`config.mk`:
```
export PLATFORM = sky130hd
export DESIGN_NAME = escape_string_to_hex_text
export DESIGN_NICKNAME = d
export VERILOG_FILES = /design/src/eshx_pkg.sv /design/src/eshx_decode.sv /design/src/eshx_emit.sv /design/src/escape_string_to_hex_text.sv
export VERILOG_INCLUDE_DIRS = /design/src /design/src/src
export SDC_FILE = /design/constraint.sdc
export NUM_CORES = 1
export LEC_CHECK = 0
export ABC_AREA = 1
export ABC_CLOCK_PERIOD_IN_PS = 4900
export BUFFER_PORTS_ARGS = -buffer_cell sky130_fd_sc_hd__buf_2
export CAP_MARGIN = 20
export CORE_MARGIN = 1.5
export CORE_UTILIZATION = 51
export CTS_CLUSTER_DIAMETER = 50
export DETAILED_ROUTE_END_ITERATION = 8
export GPL_ROUTABILITY_DRIVEN = 0
export GPL_TIMING_DRIVEN = 0
export PLACE_DENSITY = 0.65
export SYNTH_ARGS = -nofsm -noshare
export SYNTH_HDL_FRONTEND = slang
export SYNTH_HIERARCHICAL = 1
export SYNTH_SLANG_ARGS = --single-unit
```
`constraint.sdc`:
```
create_clock -name clk -period 4.9 [get_ports clk]
set_clock_uncertainty 0.1 [all_clocks]
set_input_delay 0.49 -clock clk [delete_from_list [all_inputs] [get_ports clk]]
set_output_delay 0.49 -clock clk [all_outputs]
set_load 0.02 [all_outputs]
```
`src/escape_string_to_hex_text_macros.svh`:
```
// Assertion macros for the escape string to hex text block.
// Used by the decode and emit stages; needs clk and rst in scope.
`ifndef ESCAPE_STRING_TO_HEX_TEXT_MACROS_SVH
`define ESCAPE_STRING_TO_HEX_TEXT_MACROS_SVH

// Check a same-cycle implication outside reset.
`define ESHX_ASSERT_NOW(label, ante, cons, msg) \
  label: assert property (@(posedge clk) disable iff (rst) (ante) |-> (cons)) else $error(msg);

// Check an implication in the next cycle, outside reset.
`define ESHX_ASSERT_NEXT(label, ante, cons, msg) \
  label: assert property (@(posedge clk) disable iff (rst) (ante) |=> (cons)) else $error(msg);

`endif

```
`src/eshx_pkg.sv`:
```
// Shared types, constants and helper functions for the escape string to hex text block.
// No dependencies.
`default_nettype none

package eshx_pkg;

  localparam int JOB_CHARS = 8;
  localparam int IDX_W     = $clog2(JOB_CHARS);
  localparam int CNT_W     = $clog2(JOB_CHARS + 1);

  localparam logic [7:0] BACKSLASH = 8'h5c;
  localparam logic [7:0] LETTER_X  = 8'h78;
  localparam logic [7:0] CHAR_ZERO = 8'h30;

  localparam logic [7:0] NIBBLE_CHARS [16] = '{
    8'h30, 8'h31, 8'h32, 8'h33, 8'h34, 8'h35, 8'h36, 8'h37,
    8'h38, 8'h39, 8'h61, 8'h62, 8'h63, 8'h64, 8'h65, 8'h66
  };

  typedef enum logic [1:0] {
    MODE_NORMAL,
    MODE_ESC,
    MODE_HEX0,
    MODE_HEX1
  } esc_mode_t;

  typedef struct packed {
    logic [7:0] char_in;
    logic       char_is_final;
  } char_item_t;

  typedef struct packed {
    logic [7:0] hex_char;
    logic       run_last;
    logic       string_done;
  } hex_item_t;

  // Characters produced by one input transaction, first character in slot 0
  typedef struct packed {
    logic [JOB_CHARS-1:0][7:0] chars;
    logic [CNT_W-1:0]          count;
    logic                      fin;
  } job_t;

  typedef struct packed {
    logic       ok;
    logic [3:0] nib;
  } hex_digit_t;

  typedef struct packed {
    logic       known;
    logic [7:0] value;
  } named_esc_t;

  // Map an ASCII hex digit, either case, to its value
  function automatic hex_digit_t hex_value(input logic [7:0] c);
    hex_digit_t r;
    r.ok  = 1'b1;
    r.nib = 4'h0;
    if (c >= 8'h30 && c <= 8'h39) begin
      r.nib = 4'(c - 8'h30);
    end else if (c >= 8'h61 && c <= 8'h66) begin
      r.nib = 4'(c - 8'h57);
    end else if (c >= 8'h41 && c <= 8'h46) begin
      r.nib = 4'(c - 8'h37);
    end else begin
      r.ok = 1'b0;
    end
    return r;
  endfunction

  // Look up the byte of a named escape
  function automatic named_esc_t named_escape(input logic [7:0] c);
    named_esc_t r;
    r.known = 1'b1;
    unique case (c)
      8'h5c:   r.value = 8'h5c;
      8'h6e:   r.value = 8'h0a;
      8'h74:   r.value = 8'h09;
      8'h61:   r.value = 8'h07;
      8'h62:   r.value = 8'h08;
      8'h66:   r.value = 8'h0c;
      8'h72:   r.value = 8'h0d;
      8'h76:   r.value = 8'h0b;
      8'h27:   r.value = 8'h27;
      8'h22:   r.value = 8'h22;
      8'h30:   r.value = 8'h00;
      8'h3f:   r.value = 8'h3f;
      default: begin
        r.known = 1'b0;
        r.value = c;
      end
    endcase
    return r;
  endfunction

endpackage

`default_nettype wire

```
`src/eshx_decode.sv`:
```
// Escape decoder: holds the escape state and turns one input character into a job
// of output characters. Depends on eshx_pkg and the assertion macro header.
`default_nettype none
`include "escape_string_to_hex_text_macros.svh"

module eshx_decode
  import eshx_pkg::*;
(
  input  wire logic       clk,
  input  wire logic       rst,
  input  wire char_item_t item,
  input  wire logic       take,
  output job_t            job
);

  esc_mode_t  mode, mode_next;
  logic [7:0] held_digit, held_digit_next;
  logic       prefix_sent, prefix_sent_next;

  logic [7:0] c;
  logic       fin;
  hex_digit_t c_hex, held_hex;
  named_esc_t named;

  logic [7:0]       bytes [4];
  logic [2:0]       nbytes;
  logic [7:0]       hx    [8];
  logic [7:0]       seq   [10];
  logic [CNT_W:0]   total;

  assign c        = item.char_in;
  assign fin      = item.char_is_final;
  assign c_hex    = hex_value(c);
  assign held_hex = hex_value(held_digit);
  assign named    = named_escape(c);

  // Next escape state
  always_comb begin
    mode_next        = MODE_NORMAL;
    held_digit_next  = held_digit;
    prefix_sent_next = !fin;
    unique case (mode)
      MODE_NORMAL: begin
        if (c == BACKSLASH && !fin) mode_next = MODE_ESC;
      end
      MODE_ESC: begin
        if (c == LETTER_X && !fin) mode_next = MODE_HEX0;
      end
      MODE_HEX0: begin
        if (!fin && c_hex.ok) begin
          held_digit_next = c;
          mode_next       = MODE_HEX1;
        end else if (c == BACKSLASH && !fin) begin
          mode_next = MODE_ESC;
        end
      end
      MODE_HEX1: begin
        if (!(held_hex.ok && c_hex.ok) && c == BACKSLASH && !fin) mode_next = MODE_ESC;
      end
      default: mode_next = MODE_NORMAL;
    endcase
  end

  // Decoded bytes of this character
  always_comb begin
    bytes[0] = c;
    bytes[1] = c;
    bytes[2] = c;
    bytes[3] = c;
    nbytes   = 3'd0;
    unique case (mode)
      MODE_NORMAL: begin
        if (!(c == BACKSLASH && !fin)) nbytes = 3'd1;
      end
      MODE_ESC: begin
        if (c == LETTER_X) begin
          if (fin) begin
            bytes[0] = BACKSLASH;
            bytes[1] = LETTER_X;
            nbytes   = 3'd2;
          end
        end else if (named.known) begin
          bytes[0] = named.value;
          nbytes   = 3'd1;
        end else begin
          bytes[0] = BACKSLASH;
          nbytes   = 3'd2;
        end
      end
      MODE_HEX0: begin
        if (fin || !c_hex.ok) begin
          bytes[0] = BACKSLASH;
          bytes[1] = LETTER_X;
          nbytes   = (c == BACKSLASH && !fin) ? 3'd2 : 3'd3;
        end
      end
      MODE_HEX1: begin
        if (held_hex.ok && c_hex.ok) begin
          bytes[0] = {held_hex.nib, c_hex.nib};
          nbytes   = 3'd1;
        end else begin
          bytes[0] = BACKSLASH;
          bytes[1] = LETTER_X;
          bytes[2] = held_digit;
          nbytes   = (c == BACKSLASH && !fin) ? 3'd3 : 3'd4;
        end
      end
      default: nbytes = 3'd0;
    endcase
  end

  // Expand bytes to hex text, prefix first, and cap at the job size
  always_comb begin
    for (int k = 0; k < 4; k++) begin
      hx[2*k]   = NIBBLE_CHARS[bytes[k][7:4]];
      hx[2*k+1] = NIBBLE_CHARS[bytes[k][3:0]];
    end
    if (!prefix_sent) begin
      seq[0] = CHAR_ZERO;
      seq[1] = LETTER_X;
      for (int k = 0; k < 8; k++) seq[k+2] = hx[k];
    end else begin
      for (int k = 0; k < 8; k++) seq[k] = hx[k];
      seq[8] = CHAR_ZERO;
      seq[9] = CHAR_ZERO;
    end
    for (int k = 0; k < JOB_CHARS; k++) job.chars[k] = seq[k];
    total = (CNT_W + 1)'({!prefix_sent, 1'b0}) + (CNT_W + 1)'({nbytes, 1'b0});
    job.count = (total > (CNT_W + 1)'(JOB_CHARS)) ? CNT_W'(JOB_CHARS) : total[CNT_W-1:0];
    job.fin   = fin;
  end

  // Advance the escape state on each accepted transaction
  always_ff @(posedge clk) begin
    if (rst) begin
      mode        <= MODE_NORMAL;
      prefix_sent <= 1'b0;
    end else if (take) begin
      mode        <= mode_next;
      prefix_sent <= prefix_sent_next;
    end
  end

  always_ff @(posedge clk) begin
    if (take) held_digit <= held_digit_next;
  end

  `ESHX_ASSERT_NOW(a_pending_has_prefix, mode != MODE_NORMAL, prefix_sent, "escape pending before prefix")
  `ESHX_ASSERT_NOW(a_final_has_output, take && fin, job.count != '0, "final character produced no output")
  `ESHX_ASSERT_NOW(a_held_digit_is_hex, mode == MODE_HEX1, held_hex.ok, "held digit is not hex")

endmodule

`default_nettype wire

```
`src/eshx_emit.sv`:
```
// Emitter: holds one decoded job and sends its characters one per cycle while
// not stalled, through the result register. Needs eshx_pkg, assertion macros.
`default_nettype none
`include "escape_string_to_hex_text_macros.svh"

module eshx_emit
  import eshx_pkg::*;
(
  input  wire logic  clk,
  input  wire logic  rst,
  input  wire job_t  job,
  input  wire logic  load,
  output logic       free,
  output logic       hex_valid,
  input  wire logic  hex_ready,
  output hex_item_t  hex_data
);

  job_t             cur;
  logic             cur_valid;
  logic [IDX_W-1:0] idx;
  logic             emit;
  logic             last;

  assign emit = cur_valid && (!hex_valid || hex_ready);
  assign last = ({1'b0, idx} == cur.count - CNT_W'(1));
  assign free = !cur_valid || (emit && last);

  // Hold the current job and step through its characters
  always_ff @(posedge clk) begin
    if (rst) begin
      cur_valid <= 1'b0;
      idx       <= '0;
    end else if (load) begin
      cur_valid <= (job.count != '0);
      idx       <= '0;
    end else if (emit) begin
      if (last) begin
        cur_valid <= 1'b0;
        idx       <= '0;
      end else begin
        idx <= idx + IDX_W'(1);
      end
    end
  end

  always_ff @(posedge clk) begin
    if (load) cur <= job;
  end

  // Drive the result register; drop valid once the transaction is taken
  always_ff @(posedge clk) begin
    if (rst) begin
      hex_valid <= 1'b0;
    end else if (emit) begin
      hex_valid <= 1'b1;
    end else if (hex_ready) begin
      hex_valid <= 1'b0;
    end
  end

  always_ff @(posedge clk) begin
    if (emit) begin
      hex_data.hex_char    <= cur.chars[idx];
      hex_data.run_last    <= last;
      hex_data.string_done <= last && cur.fin;
    end
  end

  `ESHX_ASSERT_NOW(a_load_when_free, load, free, "job loaded over a busy slot")
  `ESHX_ASSERT_NOW(a_idx_in_range, cur_valid, {1'b0, idx} < cur.count, "character index past job end")
  `ESHX_ASSERT_NEXT(a_slot_clears, emit && last && !load, !cur_valid, "slot busy after last character")

endmodule

`default_nettype wire

```
`src/escape_string_to_hex_text.sv`:
```
// Top level of the escape string to hex text block: decode stage and emitter.
// Depends on eshx_pkg, eshx_decode and eshx_emit.
//
//   channel | valid      | ready      | payload
//   --------+------------+------------+--------------------------------------
//   char    | char_valid | char_ready | char_data (char_in, char_is_final)
//   hex     | hex_valid  | hex_ready  | hex_data (hex_char, run_last, string_done)
//
// Each character is decoded in the cycle it is accepted; its zero to eight output
// characters then leave one per cycle from the result register while hex_ready holds:
// a plain character gives two, the first of a string four, a failed hex escape
// up to eight. A new character is accepted in the cycle the previous one's last output
// is loaded into the result register. Reset clears escape state and empties both stages.
// A stall on hex_ready holds the result and backs up to char_ready.
`default_nettype none

module escape_string_to_hex_text
  import eshx_pkg::*;
(
  input  wire logic       clk,
  input  wire logic       rst,
  input  wire logic       char_valid,
  output logic            char_ready,
  input  wire char_item_t char_data,
  output logic            hex_valid,
  input  wire logic       hex_ready,
  output hex_item_t       hex_data
);

  job_t job;
  logic take;
  logic free;

  assign char_ready = free;
  assign take       = char_valid && free;

  // Decode the accepted character into a job
  eshx_decode u_decode (
    .clk  (clk),
    .rst  (rst),
    .item (char_data),
    .take (take),
    .job  (job)
  );

  // Send the job's characters out
  eshx_emit u_emit (
    .clk       (clk),
    .rst       (rst),
    .job       (job),
    .load      (take),
    .free      (free),
    .hex_valid (hex_valid),
    .hex_ready (hex_ready),
    .hex_data  (hex_data)
  );

endmodule

`default_nettype wire
```
==> results.json, run 1 <==
{
  "status": "completed",
  "grt-ovfl-total": 0,
  "synth-edff-count": 87,
  "nets": 928,
  "clk_pin_slew_ps": 70,
  "synthArstFlopShare_pct": 0,
  "num_vias": 5996,
  "p_seq_share_pct": 44.8,
  "finalHoldViolations": 0,
  "cts_max_level": 3,
  "antenna_found_initial": 0,
  "multi_input_area_um2": 3118,
  "grt_max_degree": 72,
  "max_freq_ghz": 0.2689,
  "cap_violations": 0,
  "total_leakage_power_nw": 3.279,
  "clock_path_buffers": 2,
  "first_pass_iters": 5,
  "ys.flop_type": "edfxtp_1",
  "p_per_area_nw_per_um2": 316.5,
  "synth_cell_types": 47,
  "ios": 25,
  "synth-seq-cells": 95,
  "hpwl_mm": 13.10,
  "numCtsBuffers": 9,
  "min_path_type": "input port to flop",
  "drc": 0,
  "cts_resized": 0,
  "synth.area.top_cells": "edfxtp_1, nand2_1, nor2_1",
  "register_area_um2": 2773,
  "combPwrFrac_pct": 25.9,
  "die_w_um": 116.1,
  "worstPathArrival_ps": 3860,
  "final_area_um2": 7221,
  "tns_ps": 0,
  "clkLatencyLatePin_ps": 350,
  "routed_wl_mm": 17.91,
  "min_period_over_period_pct": 75.90,
  "start_util_pct": 51.87,
  "vdd_drop_max_mv": 0.1833,
  "setup_viol": 0,
  "via_per_inst": 5.635,
  "p_sw_mw": 0.7534,
  "fp.coreArea_um2": 12570,
  "n_fill_cell": 1174,
  "die_h_um": 116.1,
  "required_ps": 5040,
  "ys_warn_count": 6,
  "synth_top_area_cell": "edfxtp_1",
  "grt_pass1_vias": 5632,
  "ctsHoldBuffers": 0,
  "internal-power_mw": 1.532,
  "wl_per_cell_um": 16.83,
  "drive_gt1_share_pct": 13.34,
  "cp_max_fo": 9,
  "final_util_pct": 57.45,
  "dieArea_um2": 13470,
  "grt_use_total_pct": 27.89,
  "grt_pass1_wl_mm": 28.43,
  "slew_headroom_pct": 51.04,
  "fin_crit_ps": 3719,
  "setup.worst_path.start_class": "input port",
  "placed_area_um2": 6940,
  "slew_viol_final": 0,
  "critical_path_class": "input port to flop",
  "synth_common_cells": "nand2_1, nor2_1, inv_1, edfxtp_1, nand3_1",
  "yosysSeqAreaShare_pct": 42.53,
  "drt_iter0_markers": 726,
  "clockPowerShare_pct": 29.2,
  "insertedDiodeCount": 0,
  "switching_share_pct": 32.96,
  "cts.sink_count": 95,
  "io_buffers": 24,
  "synth_area_um2": 6519,
  "syn_area_per_cell_um2": 7.798,
  "end_kind": "flop",
  "rows": 41,
  "ant_nets": 0,
  "rsz0062_at_grt": "no",
  "cts-root-buf": "clkbuf_16",
  "yosysMostFrequentCell": "nand2_1",
  "cts_setup_buffers": 0,
  "synthToLayoutAreaGrowth_pct": 10.77,
  "cts_tree": "done",
  "synth_top_area_share_pct": 40.08,
  "postSynthCellCount": 836,
  "worstMarginPinSlew_ps": 726.7
}
[metrics by stage]
step | setup slack (ps) | total power, mW | hold WS [ps] | instances
after detailed placement | 900.9 | 1.624 | 395.2 | 1048
after global placement | 178.2 | 1.608 | 377.5 | 1047
after global routing | 868.8 | 2.401 | 225.9 | 1064
after floorplan | 999.9 | 1.454 | 409.6 | 851
final | 1181 | 2.286 | 230.6 | 1064
after CTS | 1266 | 2.286 | 224.8 | 1064
[worst max-delay path: stages]
cell and delay [ps]:
buf_2 180, inv_1 260, ha_1 370, inv_1 110, nand2_1 80, nand3_1 60
nand2_1 80, nand2_2 150, nand3_4 190, nand3_1 190, nand4_1 150, a31oi_1 50
a21oi_1 280, ha_1 210, ha_1 150, xor2_1 260, nor2_1 90, nor4_1 290
a21o_1 170, a21oi_2 30
[path summary, 6_finish.rpt]
check                              start                endpoint  slack (ps)  cells past startpoint
setup / recovery            char_data[2]        u_emit/cur_valid        1180                     20
hold / removal              char_data[3]  u_decode/held_digit[2]         230                      1
setup reg to reg  u_decode/held_digit[0]        u_emit/cur_valid        1200                     16
hold reg to reg         u_emit/cur_valid        u_emit/cur_valid         400                      2
[kinds of logic after synthesis]
kind of cell               count (synthesis)  share of synthesized area [%]
other                                      2                         0.1152
and+or+nand+nor                          440                          28.62
xor gates and xnor gates                   2                         0.2688
buffers and inverters                    144                          10.50
DFF                                       95                          42.53
AOI/OAI and AO/OA                        125                          12.59
adders and majority gates                 28                          5.374
[metal layers]
| metal | wire [um] | share of wire, % | vias to the layer above | track usage [%] |
|---|---|---|---|---|
| met5 | 0 | 0 | - | 0 |
| met4 | 451 | 2.5 | 0 | 10.00 |
| met3 | 1628 | 9.1 | 48 | 5.335 |
| met2 | 8227 | 46 | 315 | 45.18 |
| met1 | 7600 | 42 | 2772 | 37.44 |
| li1 | - | - | 2861 | - |
[layout by cell type (no fill, tap or decap), types with 7 or more instances in the layout]
cell       netlist  routed
a21oi_1         22      22
buf_2           10      34
buf_4           21      21
clkbuf_16        0       9
conb_1           2      17
dfxtp_1          8       8
edfxtp_1        87      87
ha_1            28      28
inv_1           89      88
nand2_1        219     219
nand2_2          8       8
nand3_1         59      59
nand4_1         13      13
nor2_1         122     122
o211ai_1         8       8
o21ai_0         43      43
o21ai_1          7       7
o21ai_2         12      12
o32ai_1         16      16
[power groups by stage]
stage / registers, mW / clock network, mW / logic (mW)
after global routing: 1.03 / 0.706 / 0.662
after global placement: 1.05 / 0 / 0.562
after floorplan: 1.05 / 0 / 0.403
after detailed placement: 1.04 / 0 / 0.581
final: 1.03 / 0.668 / 0.592
after CTS: 1.03 / 0.677 / 0.584
[layout make-up]
cell class / instances / area share (%)
Inverter: 99 / 5.285
Multi-Input combinational cell: 612 / 43.18
Sequential cell: 95 / 38.40
Buffer: 45 / 4.228
Clock inverter: 7 / 0.7624
Clock buffer: 9 / 3.119
Timing Repair Buffer: 25 / 2.045
Tap cell: 172 / 2.980
[registers in the layout (all words and copies together) (netlist names)]
register	flops
u_emit/cur_valid	1
u_decode/held_digit	8
u_emit/hex_data	10
u_decode/mode	2
u_decode/prefix_sent	1
u_emit/cur	69
u_emit/hex_valid	1
u_emit/idx	3
No activity file was read; power rests on OpenSTA's default activity.
==> run 2: changes to the inputs <==
--- a/config.mk
+++ b/config.mk
@@ -7,7 +7,7 @@
 export NUM_CORES = 1
 export LEC_CHECK = 0
 export ABC_AREA = 1
-export ABC_CLOCK_PERIOD_IN_PS = 4900
+export ABC_CLOCK_PERIOD_IN_PS = 3250
 export BUFFER_PORTS_ARGS = -buffer_cell sky130_fd_sc_hd__buf_2
 export CAP_MARGIN = 20
 export CORE_MARGIN = 1.5
@@ -16,7 +16,7 @@
 export DETAILED_ROUTE_END_ITERATION = 8
 export GPL_ROUTABILITY_DRIVEN = 0
 export GPL_TIMING_DRIVEN = 0
-export PLACE_DENSITY = 0.65
+export PLACE_DENSITY = 0.67
 export SYNTH_ARGS = -nofsm -noshare
 export SYNTH_HDL_FRONTEND = slang
 export SYNTH_HIERARCHICAL = 1
==> constraint.sdc (replaced) <==
create_clock -name clk -period 3.25 [get_ports clk]
set_clock_uncertainty 0.1 [all_clocks]
set_input_delay 0.325 -clock clk [delete_from_list [all_inputs] [get_ports clk]]
set_output_delay 0.325 -clock clk [all_outputs]
set_load 0.02 [all_outputs]
==> run 2 against run 1 <==
  * Critical path type is now flop to flop
  * Critical endpoint unchanged
  * First-iteration DRC count is 27% lower
  * Cell count rose by 0.66%
  * Critical path depth shrank 5
  * Total power rose by 52%
  * Register-to-register slack worse by 1100 ps
  * Setup slack worse by 1100 ps
  * Hold slack got worse by 150 ps
==> results.json, run 2 (synthesis gave the netlist of run 1 again) <==
{
  "final_common_cell": "nand2_1",
  "ctsHoldBuffers": 0,
  "critPathMaxStageDelay_ps": 450,
  "n_fill_cell": 1143,
  "total_leakage_power_nw": 3.323,
  "grt_pass1_wl_mm": 28.12,
  "die_w_um": 116.1,
  "min_path_type": "input port to flop",
  "drc": 0,
  "placed_area_um2": 6954,
  "hold_end": "u_decode/held_digit[2]",
  "cts_max_level": 3,
  "clk_pin_slew_ps": 60,
  "p_seq_share_pct": 44.6,
  "largest_register_ffs": 69,
  "synthToLayoutAreaGrowth_pct": 12.96,
  "wl_per_cell_um": 16.71,
  "final_area_um2": 7363,
  "cpMaxStageDelayCell": "edfxtp_1",
  "max_freq_ghz": 0.3138,
  "cap_violations": 0,
  "grt_use_total_pct": 27.69,
  "p_per_area_nw_per_um2": 470.4,
  "ant_nets": 0,
  "crit_chain": "inv_1 > nand2_1 > nor3b_1 > o21ai_4 > nand3_2 > nand4_1 > a31oi_1 > a21oi_2 > ha_1 > ha_1 > xor2_2 > buf_4 > nor4_1 > a21o_1 > a21oi_2",
  "setup_viol": 0,
  "holdPathStages": 1,
  "final_cell_mix": "nand2_1, nor2_1, edfxtp_1",
  "nets": 935,
  "clkLatencyLatePin_ps": 340,
  "regMostFlops": "u_emit/cur",
  "cts_tree": "done",
  "io_buffers": 24,
  "combPwrFrac_pct": 26.4,
  "numCtsBuffers": 9,
  "r2r_start": "u_decode/held_digit[2]",
  "drive_gt1_share_pct": 15.57,
  "setup.worst_path.start_class": "flop",
  "vdd_drop_max_mv": 0.2635,
  "finalHoldViolations": 0,
  "clock_path_buffers": 2,
  "p_sw_mw": 1.135,
  "required_ps": 3380,
  "internal-power_mw": 2.328,
  "via_per_inst": 5.597,
  "worstMarginPinSlew_ps": 645.9,
  "die_h_um": 116.1,
  "reg2reg_to": "u_emit/cur_valid",
  "cts.sink_count": 95,
  "worstPathArrival_ps": 3320,
  "timing.hold.ws_ps": 76.64,
  "routed_wl_mm": 17.90,
  "antenna_found_initial": 0,
  "num_vias": 5994,
  "slew_viol_final": 0,
  "fp.coreArea_um2": 12570,
  "status": "completed",
  "clockPowerShare_pct": 28.9,
  "dieArea_um2": 13470,
  "switching_share_pct": 32.78,
  "grt-ovfl-total": 0,
  "ios": 25,
  "r2r_cells": 15,
  "cp_max_fo": 5,
  "reg2reg_slack_ps": 60,
  "rows": 41,
  "holdCritStartpoint": "char_data[3]",
  "reg.largest.list": "u_emit/cur x69, u_emit/hex_data x10, u_decode/held_digit x8",
  "fin_crit_ps": 3187,
  "hpwl_mm": 13.29,
  "drt_iter0_markers": 532,
  "start_util_pct": 51.87,
  "slew_headroom_pct": 56.78,
  "critical_path_class": "flop to flop",
  "cts-root-buf": "clkbuf_16",
  "end_kind": "flop",
  "min_period_over_period_pct": 98.06,
  "insertedDiodeCount": 0,
  "grt_max_degree": 46,
  "grt_pass1_vias": 5709,
  "first_pass_iters": 7,
  "p_total_mw": 3.463
}
run 2: cell count changes in the layout (fill, tap and decap cells not counted), sizes merged:
cell      delta
buf          +4
clkbuf       +4
clkinv       -1
clkinvlp     +2
inv          -2
run 2: final cells by class:
cell class | count | area [um^2] | area share, %
clock inverter | 6 | 52.55 | 0.7137
tap | 172 | 215.2 | 2.923
multi-input combinational | 612 | 3176 | 43.13
sequential | 95 | 2773 | 37.66
timing repair buffer | 32 | 212.7 | 2.889
buffer | 45 | 312.8 | 4.248
clock buffer | 10 | 229.0 | 3.110
inverter | 99 | 392.9 | 5.336
run 2: per-stage QoR:
stage / setup slack [ps] / utilization [%] / setup TNS, ps / std cells
2_1_floorplan: 47.72 / - / 0 / 851
3_3_place_gp: -561.2 / 55.01 / -19490 / 1047
3_5_place_dp: -533.8 / 55.33 / -4465 / 1049
4_1_cts: 36.17 / 58.00 / 0 / 1069
5_1_grt: -30.96 / 58.59 / -30.96 / 1071
6_report: 63.14 / 58.59 / 0 / 1071
run 2: metal layers:
metal	wire [um]	GRT usage, %	part of all wire [%]
met2	8422	46.90	47
met4	408	9.512	2.3
met3	1677	5.178	9.4
met1	7392	35.65	41
met5	0	0	0
run 2: power by group through the flow:
| stage | registers [mW] | logic, mW | clock network (mW) |
|---|---|---|---|
| 2_1_floorplan | 1.58 | 0.609 | 0 |
| 3_3_place_gp | 1.57 | 0.844 | 0 |
| 3_5_place_dp | 1.57 | 0.879 | 0 |
| 4_1_cts | 1.55 | 0.891 | 1.02 |
| 5_1_grt | 1.56 | 1.01 | 1.07 |
| 6_report | 1.55 | 0.916 | 1.00 |
run 2: worst max path at each step:
stage                                 from                      to  slack (ps)  cells past startpoint
finish              u_decode/held_digit[2]        u_emit/cur_valid          60                     15
global route        u_decode/held_digit[2]        u_emit/cur_valid         -30                     15
CTS                           char_data[1]        u_emit/cur_valid          40                     20
detailed placement            char_data[2]        u_emit/cur_valid        -530                     20
global placement              char_data[2]        u_emit/cur_valid        -560                     20
floorplan                    u_emit/cur[1]  u_decode/held_digit[0]          50                     13
run 2: worst max-delay path: cells and delay by family (launching register included):
| kind | cells | cell delay [ps] |
|---|---|---|
| and+or+nand+nor | 5 | 920 |
| adders and majority gates | 2 | 400 |
| DFF | 1 | 450 |
| buffers and inverters | 2 | 340 |
| xor gates and xnor gates | 1 | 190 |
| AOI/OAI and AO/OA | 5 | 660 |
run 2: repair_timing:
action                     in CTS  in global routing
setup endpoints to repair      16                  5
resized for setup               9                 17
pin swaps                       0                  1
cloned                          0                  0
setup buffers                   4                  2
==> run 3: changes to the inputs <==
--- a/config.mk
+++ b/config.mk
@@ -10,7 +10,7 @@
 export ABC_CLOCK_PERIOD_IN_PS = 3250
 export BUFFER_PORTS_ARGS = -buffer_cell sky130_fd_sc_hd__buf_2
 export CAP_MARGIN = 20
-export CORE_MARGIN = 1.5
+export CORE_MARGIN = 2
 export CORE_UTILIZATION = 51
 export CTS_CLUSTER_DIAMETER = 50
 export DETAILED_ROUTE_END_ITERATION = 8
==> run 3 against run 2 <==
  * Die area increased by 1.7%
  * Utilization up 0.65 points
  * Final area grew 1.1%
  * Cell count rose by 0.37%
  * Routed wire length is 2.0% higher
  * Sequential power hardly changed
  * First-iteration DRC count up 34%
  * Largest power group unchanged
  * Non-clock buffer count rose by 6
  * Critical path depth rose by 5
  * Largest cell class unchanged
  * Hold slack worse by 2.4 ps
==> results.json, run 3 (synthesis gave the netlist of run 1 again) <==
{
  "status": "completed",
  "end_kind": "flop",
  "largest_register_ffs": 69,
  "tns_ps": 0,
  "rsz0062_at_grt": "yes",
  "crit_chain": "clkbuf_4 > clkinvlp_4 > ha_1 > inv_1 > nor2_4 > nand2_2 > o21ai_0 > nor2_1 > nand3_2 > nand2_1 > nand4_1 > a31oi_1 > a21oi_1 > ha_1 > ha_1 > xor2_2 > nor2_1 > nor4_2 > a21o_1 > a21oi_2",
  "slew_headroom_pct": 50.09,
  "cp_max_fo": 6,
  "synthToLayoutAreaGrowth_pct": 14.20,
  "ios": 25,
  "final_common_cell": "nand2_1",
  "regMostFlops": "u_emit/cur",
  "cp_num_buf_inv": 3,
  "dieArea_um2": 13700,
  "p_per_area_nw_per_um2": 481.7,
  "setup_viol": 0,
  "finalHoldViolations": 0,
  "cp_top_family": "simple AND/OR/NAND/NOR gates",
  "critPathLaunch": "char_data[5]",
  "grt_pass1_vias": 5727,
  "rows": 41,
  "final_cell_mix": "nand2_1, nor2_1, edfxtp_1",
  "io_buffers": 24,
  "via_per_inst": 5.603,
  "grt_pass1_wl_mm": 28.79,
  "drive_gt1_share_pct": 16.50,
  "min_period_over_period_pct": 99.99,
  "holdPathStages": 1,
  "grt-ovfl-total": 0,
  "numCtsBuffers": 9,
  "num_vias": 6023,
  "worstPathArrival_ps": 3380,
  "cpMaxStageDelayCell": "ha_1",
  "drt_iter0_markers": 713,
  "slew_viol_final": 0,
  "stdcell_count": 1075,
  "insertedDiodeCount": 0,
  "critical_path_class": "input port to flop",
  "cts.sink_count": 95,
  "critPathMaxStageDelay_ps": 270,
  "wl_per_cell_um": 16.98,
  "max_freq_ghz": 0.3077,
  "r2r_start": "u_decode/mode[0]",
  "cts_tree": "done",
  "setup.worst_path.start_class": "input port",
  "reg2reg_to": "u_emit/cur_valid",
  "cap_violations": 0,
  "routed_wl_mm": 18.26,
  "nets": 941,
  "cp.depth": 20,
  "antenna_found_initial": 0,
  "grt_max_degree": 47,
  "fp.coreArea_um2": 12570,
  "fin_crit_ps": 3250,
  "cts-root-buf": "clkbuf_16",
  "worst_path_most_repeated_cell": "ha_1",
  "r2r_cells": 14,
  "hpwl_mm": 13.25,
  "start_util_pct": 51.87,
  "total_leakage_power_nw": 3.376,
  "first_pass_iters": 5,
  "grt_use_total_pct": 27.72,
  "required_ps": 3380,
  "vdd_drop_max_mv": 0.2804,
  "clk_pin_slew_ps": 60,
  "drc": 0,
  "cp-endpoint": "u_emit/cur_valid",
  "holdCritStartpoint": "char_data[3]",
  "place_inst": 1048,
  "clock_path_buffers": 2,
  "die_h_um": 117.1,
  "clkLatencyLatePin_ps": 340,
  "min_path_type": "input port to flop",
  "final_util_pct": 59.23,
  "reg.largest.list": "u_emit/cur x69, u_emit/hex_data x10, u_decode/held_digit x8",
  "n_fill_cell": 1186,
  "die_w_um": 117.1,
  "worstMarginPinSlew_ps": 747.1,
  "reg2reg_slack_ps": 20,
  "cts_max_level": 3,
  "ant_nets": 0
}
## run 3: final cells by class
type                            instances  area (um^2)  share of cell area (%)
Buffer                                 45        315.3                   4.235
Clock buffer                            9        225.2                   3.025
Clock inverter                          5        82.58                   1.109
Inverter                               99        390.4                   5.244
Multi-Input combinational cell        612         3203                   43.03
Sequential cell                        95         2773                   37.24
Tap cell                              172        215.2                   2.891
Timing Repair Buffer                   38        240.2                   3.227
## run 3: per-stage QoR
stage               total power [mW]  hold WS (ps)  setup slack [ps]  instance area [um^2]
finish                         3.586         74.21            0.3548                  7445
global route                   3.764         67.11            -97.96                  7445
CTS                            3.566         64.45             14.74                  7353
detailed placement             2.447         395.3            -613.8                  6934
global placement               2.420         383.1            -570.7                  6914
floorplan                      2.191         294.1             47.72                  6579
## run 3: worst min-delay path by stage
stage,slack [ps],end
after floorplan,290,u_emit/hex_valid
after global placement,380,u_emit/cur_valid
after detailed placement,400,u_emit/cur_valid
after CTS,60,u_decode/held_digit[2]
after global routing,70,u_decode/held_digit[2]
final,70,u_decode/held_digit[2]
## run 3: per-layer routing
metal | vias to the layer above | GRT usage [%] | routed length, um
met5 | - | 0 | 0
met2 | 301 | 46.90 | 8872
met1 | 2800 | 35.77 | 7772
li1 | 2879 | - | -
met3 | 43 | 4.943 | 1324
met4 | 0 | 10.12 | 286
## run 3: power by group
group          leakage, nW  switching, mW  internal [mW]
Combinational         2.33          0.627          0.297
Clock                0.152          0.446          0.668
Sequential           0.894         0.0420           1.51
Total                 3.38           1.11           2.47
## run 3: what timing repair did
| item | 4_1_cts | 5_1_grt |
|---|---|---|
| hold buffers | 0 | 0 |
| setup endpoints to repair | 11 | 17 |
| resized for setup | 11 | 17 |
| pin swaps | 2 | 3 |
| setup buffers | 10 | 3 |
| gates cloned | 0 | 0 |
